==> config.mk <==
export PLATFORM = sky130hd
export DESIGN_NAME = hill_cipher_block_modes
export DESIGN_NICKNAME = d
export VERILOG_FILES = /design/src/rtl/hcbm_pkg.sv /design/src/rtl/hill_cipher_block_modes.sv
export VERILOG_INCLUDE_DIRS = /design/src /design/src/rtl
export SDC_FILE = /design/constraint.sdc
export NUM_CORES = 1
export LEC_CHECK = 0
export BUFFER_PORTS_ARGS = -buffer_cell sky130_fd_sc_hd__buf_2
export CELL_PAD_IN_SITES_DETAIL_PLACEMENT = 1
export CELL_PAD_IN_SITES_GLOBAL_PLACEMENT = 1
export CORE_ASPECT_RATIO = 1.4
export CORE_MARGIN = 4
export CORE_UTILIZATION = 46
export DETAILED_ROUTE_END_ITERATION = 12
export GPL_TIMING_DRIVEN = 0
export MAX_ROUTING_LAYER = met4
export PLACE_DENSITY = 0.75
export SYNTH_ARGS = -nofsm -noshare
export SYNTH_HDL_FRONTEND = slang
export SYNTH_SLANG_ARGS = --single-unit
==> constraint.sdc <==
create_clock -name clk -period 7.5 [get_ports clk]
set_clock_uncertainty 0.05 [all_clocks]
set_input_delay 0.375 -clock clk [delete_from_list [all_inputs] [get_ports clk]]
set_output_delay 0.375 -clock clk [all_outputs]
set_load 0.05 [all_outputs]
==> src/rtl/hill_cipher_block_modes_assert.svh <==
// Assertion macros used by the RTL of the block.
`ifndef HILL_CIPHER_BLOCK_MODES_ASSERT_SVH
`define HILL_CIPHER_BLOCK_MODES_ASSERT_SVH
`ifndef NO_ASSERTIONS
`define HCBM_ASSERT_SAME(label, clock, rst_n, ante, cons) \
	label: assert property (@(posedge clock) disable iff (!rst_n) (ante) |-> (cons)) \
		else $error("assertion failed");
`define HCBM_ASSERT_NEXT(label, clock, rst_n, ante, cons) \
	label: assert property (@(posedge clock) disable iff (!rst_n) (ante) |=> (cons)) \
		else $error("assertion failed");
`else
`define HCBM_ASSERT_SAME(label, clock, rst_n, ante, cons)
`define HCBM_ASSERT_NEXT(label, clock, rst_n, ante, cons)
`endif
`endif

==> src/rtl/hcbm_pkg.sv <==
`default_nettype none
package hcbm_pkg;

	typedef enum logic [1:0] {
		MODE_ECB = 2'd0,
		MODE_CBC = 2'd1,
		MODE_CFB = 2'd2,
		MODE_OFB = 2'd3
	} chain_mode_t;

	localparam logic [2:0] REG_ENC_ROW0   = 3'd0;
	localparam logic [2:0] REG_ENC_ROW1   = 3'd1;
	localparam logic [2:0] REG_ENC_ROW2   = 3'd2;
	localparam logic [2:0] REG_DEC_ROW0   = 3'd3;
	localparam logic [2:0] REG_DEC_ROW1   = 3'd4;
	localparam logic [2:0] REG_DEC_ROW2   = 3'd5;
	localparam logic [2:0] REG_CHAIN_MODE = 3'd6;
	localparam logic [2:0] REG_INIT_VEC   = 3'd7;

	localparam logic [23:0] ROW0_RESET = 24'h000001;
	localparam logic [23:0] ROW1_RESET = 24'h000100;
	localparam logic [23:0] ROW2_RESET = 24'h010000;

	typedef logic [2:0][23:0] matrix_t;

	// Vector times matrix, each result byte is the low byte of the sum.
	function automatic logic [23:0] hill_mul(input logic [23:0] x, input matrix_t rows);
		logic [23:0] y;
		logic [7:0]  acc;
		logic [15:0] prod;
		for (int i = 0; i < 3; i++) begin
			acc = 8'd0;
			for (int r = 0; r < 3; r++) begin
				prod = x[8*r +: 8] * rows[r][8*i +: 8];
				acc = acc + prod[7:0];
			end
			y[8*i +: 8] = acc;
		end
		return y;
	endfunction

endpackage
`default_nettype wire

==> src/rtl/hill_cipher_block_modes.sv <==
// An accepted item moves from the input register to the output register.
// One item per cycle unless the output stalls; the chaining register
// updates as an item leaves the input register; items chain with no bubble.
// Reset (arst_n low, asynchronous) empties both stages, clears the chaining
// register and loads the identity matrices, ECB encrypt and a zero IV.
`default_nettype none
`include "hill_cipher_block_modes_assert.svh"
module hill_cipher_block_modes
	import hcbm_pkg::*;
(
	input  wire logic        clk,
	input  wire logic        arst_n,
	input  wire logic        cfg_we,
	input  wire logic [2:0]  cfg_index,
	input  wire logic [23:0] cfg_data,
	input  wire logic        s_axis_tvalid,
	output logic             s_axis_tready,
	input  wire logic [23:0] s_axis_tdata,   // in_byte0, in_byte1, in_byte2
	input  wire logic        s_axis_tuser,   // start_of_image
	output logic             m_axis_tvalid,
	input  wire logic        m_axis_tready,
	output logic [23:0]      m_axis_tdata    // out_byte0, out_byte1, out_byte2
);

	matrix_t     enc_q;
	matrix_t     dec_q;
	chain_mode_t mode_q;
	logic        decrypt_q;
	logic [23:0] iv_q;
	logic [23:0] chain_q;

	logic        valid_s1;
	logic        sof_s1;
	logic [23:0] data_s1;
	logic        valid_s2;
	logic [23:0] out_s2;

	logic        advance;
	logic        fire_s1;
	logic [23:0] chain_cur;
	logic [23:0] mul_in;
	logic [23:0] prod;
	logic [23:0] result;
	logic [23:0] chain_next;
	logic        use_dec;

	always_ff @(posedge clk or negedge arst_n) begin
		if (!arst_n) begin
			enc_q     <= {ROW2_RESET, ROW1_RESET, ROW0_RESET};
			dec_q     <= {ROW2_RESET, ROW1_RESET, ROW0_RESET};
			mode_q    <= MODE_ECB;
			decrypt_q <= 1'b0;
			iv_q      <= 24'd0;
		end else if (cfg_we) begin
			unique case (cfg_index)
				REG_ENC_ROW0: enc_q[0] <= cfg_data;
				REG_ENC_ROW1: enc_q[1] <= cfg_data;
				REG_ENC_ROW2: enc_q[2] <= cfg_data;
				REG_DEC_ROW0: dec_q[0] <= cfg_data;
				REG_DEC_ROW1: dec_q[1] <= cfg_data;
				REG_DEC_ROW2: dec_q[2] <= cfg_data;
				REG_CHAIN_MODE: begin
					mode_q    <= chain_mode_t'(cfg_data[2:1]);
					decrypt_q <= cfg_data[0];
				end
				REG_INIT_VEC: iv_q <= cfg_data;
				default: ;
			endcase
		end
	end

	assign advance       = !valid_s2 || m_axis_tready;
	assign fire_s1       = valid_s1 && advance;
	assign s_axis_tready = !valid_s1 || advance;
	assign m_axis_tvalid = valid_s2;
	assign m_axis_tdata  = out_s2;

	always_comb begin
		chain_cur = sof_s1 ? iv_q : chain_q;
		use_dec   = decrypt_q && (mode_q == MODE_ECB || mode_q == MODE_CBC);
		unique case (mode_q)
			MODE_ECB: mul_in = data_s1;
			MODE_CBC: mul_in = decrypt_q ? data_s1 : (data_s1 ^ chain_cur);
			default:  mul_in = chain_cur;
		endcase
		prod = hill_mul(mul_in, use_dec ? dec_q : enc_q);
		unique case (mode_q)
			MODE_ECB: begin
				result     = prod;
				chain_next = chain_cur;
			end
			MODE_CBC: begin
				result     = decrypt_q ? (prod ^ chain_cur) : prod;
				chain_next = decrypt_q ? data_s1 : prod;
			end
			MODE_CFB: begin
				result     = prod ^ data_s1;
				chain_next = decrypt_q ? data_s1 : (prod ^ data_s1);
			end
			default: begin
				result     = prod ^ data_s1;
				chain_next = prod;
			end
		endcase
	end

	always_ff @(posedge clk or negedge arst_n) begin
		if (!arst_n) begin
			valid_s1 <= 1'b0;
			valid_s2 <= 1'b0;
			chain_q  <= 24'd0;
		end else begin
			if (s_axis_tready) begin
				valid_s1 <= s_axis_tvalid;
			end
			if (advance) begin
				valid_s2 <= valid_s1;
			end
			if (fire_s1) begin
				chain_q <= chain_next;
			end
		end
	end

	always_ff @(posedge clk) begin
		if (s_axis_tready && s_axis_tvalid) begin
			data_s1 <= s_axis_tdata;
			sof_s1  <= s_axis_tuser;
		end
		if (fire_s1) begin
			out_s2 <= result;
		end
	end

	`HCBM_ASSERT_NEXT(a_stage_moves, clk, arst_n, fire_s1, valid_s2)
	`HCBM_ASSERT_SAME(a_stall_cause, clk, arst_n, !s_axis_tready, valid_s2 && !m_axis_tready)
	`HCBM_ASSERT_NEXT(a_ecb_chain_kept, clk, arst_n,
		fire_s1 && mode_q == MODE_ECB && !sof_s1, $stable(chain_q))
	`HCBM_ASSERT_NEXT(a_ofb_keystream, clk, arst_n,
		fire_s1 && mode_q == MODE_OFB, out_s2 == ($past(data_s1) ^ chain_q))

endmodule
`default_nettype wire
==> summary.txt <==
Status: finished with violations
Violated checks: capacitance limit, slew limit, setup timing
Finished Cell Area: 25200 um2
Post-Synthesis Cells: 1968
Routed via count: 16200
CP Class: flop to flop
Syn_area_per_cell: 10.6 um2
Routed WL: 79100 um
Gr ovfl total: 0
Skew-Pair Late Insertion Delay: 560 ps
DR pass1 iterations: 5
Die area: 49000 um2
Vias per inst: 5.74
Fill cells: 4835
Yosys warns: 0
Multi-input gate area: 13900 um2
Ports: 83
Min Hold Slack: 53.0 ps
# diodes: 0
Sequential cell area: 6410 um2
Share of layout cells above drive strength 1: 0.301
R2R Setup Slk: -610 ps
Netlist cell types: 53
Largest net degree at the start of global routing: 102
CTS Buffer Depth: 3
First-pass GRT wire length: 114000 um
H-tree Lvls: 1
Critical Path RT: 7900 ps
Crit-path max cell delay: 570 ps
Hold Vio Cnt, Final: 0
Worst Hold Class: input port to flop
Most used cell along the critical path: fa_1
CP max FO: 10
Max-slew headroom: -0.0488
EDFF count, synth: 49
RSZ-0062 raised after global routing: true
CTS Buf Count: 24
WL/cell: 28.0 um
Residual DRC: 0
Final slew viol count: 9
Area of the mapped netlist: 20900 um2
Slowest cell on the critical path: fa_1
Setup violations, final: 6
Initial DRC Count: 1060
HPWL Detailed: 59200 um
Highest clock rate: 0.123 GHz
Final layout net count: 2558
DRT antenna net count: 0
CP endpoint kind: flop
Clk root buf: clkbuf_16
CTS tree: built
Critical Path AT: 8510 ps
Ys flop type: dfrtp_1
Die Ht: 260 um
Sequential area share after synthesis: 0.307
Starting Density: 0.464
Max-cap violations: 1
CTS sink cnt: 246
PnR worst setup slack: -613 ps
Worst setup SP type: flop
Fin crit share: 1.08
Die width: 188 um
All-Layer GR Usage: 0.323
Initial antenna violation count: 0
I/O Buffers: 79
Vias in the first global route: 17800
Worst slew pin tran: 1530 ps
Clock slew at reported path FFs: 70 ps
GPL Wtd Cong: 0.999
Min cycle time layout: 8110 ps
Core ar.: 45000 um2
Async set-reset flop share out of synthesis: 0.801
FP Rows: 92
Syn_nets: 2331
Dpl cell area: 22200 um2
Area grow syn2layout: 20.5%
Seq cells post-synth: 246
[cells by family after synthesis]
logic type,synth area share
simple gates,0.0873
compound gates,0.0703
flops,0.307
fa+ha+maj,0.239
buf+inv,0.0660
mux,0.150
xor+xnor,0.0809
[critical path, delay by kind of cell, from the launching register on]
kind / cells / cell delay [ps]
AND/OR/NAND/NOR: 3 / 680
XOR/XNOR: 4 / 1190
adder cells (fa/ha/maj): 8 / 3610
AO/OA/AOI/OAI: 4 / 1330
flip-flops: 1 / 360
buffers and inverters: 7 / 780
[cells in the mapped netlist (all sizes together) (7+ instances only)]
master | count | area, um2
clkbuf | 53 | 199
mux2 | 209 | 2390
nand2b | 25 | 156
buf | 35 | 260
nand2 | 125 | 469
a211o | 15 | 131
nor2b | 14 | 95.1
mux2i | 73 | 742
fa | 156 | 3120
xor2 | 15 | 131
dfrtp | 191 | 4780
xnor2 | 109 | 970
ha | 150 | 1880
a22oi | 18 | 135
and2 | 16 | 100
or2 | 34 | 213
o21ai | 71 | 355
inv | 245 | 920
o211ai | 17 | 128
a21oi | 84 | 428
xnor3 | 23 | 519
edfxtp | 49 | 1470
a221oi | 7 | 61.3
a22o | 16 | 140
nor2 | 187 | 712
[placed cells by master, fill, tap and decap left out, types with 27 or more instances in the layout]
cell / count
clkbuf_16: 28
fa_1: 143
a21oi_1: 76
clkbuf_1: 36
nor2_1: 183
xnor2_1: 86
or2_2: 30
ha_1: 137
mux2_2: 192
o21ai_0: 61
inv_1: 214
buf_4: 83
dlygate4sd3_1: 27
buf_2: 83
inv_2: 31
mux2i_1: 46
nand2_1: 115
dfrtp_1: 190
edfxtp_1: 49
[registers in the layout, summed over array words and instances, names as in the netlist]
signal         flops
dec_q             72
enc_q             72
chain_q           24
data_s1           24
iv_q              24
m_axis_tdata      24
mode_q             2
decrypt_q          1
m_axis_tvalid      1
sof_s1             1
valid_s1           1
[routing by layer]
metal  vias up  global-route usage  part of all wire  wire length, um
met5         -                   -                 0                0
met1      8406               0.356              0.37            28900
met3       272              0.0320             0.048             3780
li1       6936                   -                 -                -
met4         0               0.217             0.094             7440
met2       594               0.556              0.49            39000
[final timing paths]
kind | to | start | depth (start not counted)
max | chain_q[15] | mode_q[0] | 26
min | m_axis_tvalid | m_axis_tready | 3
max reg2reg | chain_q[15] | mode_q[0] | 26
min reg2reg | chain_q[23] | chain_q[23] | 2
max in group asynchronous | enc_q[60] | arst_n | 3
min in group asynchronous | enc_q[25] | arst_n | 2
[layout make-up]
class,count,share of cell area
well taps,611,0.0303
repair buffers,205,0.0632
flip-flops and latches,246,0.254
inverters,245,0.0365
plain buffers,84,0.0286
clock buffers,31,0.0269
multi-input cells,1389,0.553
clock inverters,13,0.00735
[what timing repair did]
| item | CTS | global route |
|---|---|---|
| setup buffers | 49 | 49 |
| endpoints found under the setup margin | 29 | 12 |
| hold buffers | 27 | 0 |
| endpoints found under the hold margin | 124 | 0 |
| pin swaps | 67 | 70 |
| gates cloned | 1 | 1 |
| gates resized for setup | 178 | 90 |
[per-stage QoR]
stage / util / setup WS, ps / TNS (ps) / cells
after detailed placement: 0.493 / -2210 / -28140 / 2660
after floorplan: - / -138 / -138 / 1968
after CTS: 0.545 / -784 / -3130 / 2780
final: 0.560 / -613 / -2560 / 2824
after global placement: 0.492 / -2190 / -27480 / 2658
after global routing: 0.560 / -786 / -3540 / 2824
Power is left out: the tool's default activity adds up to more than one toggle a clock period on the data nets, which glitch-free logic cannot reach.
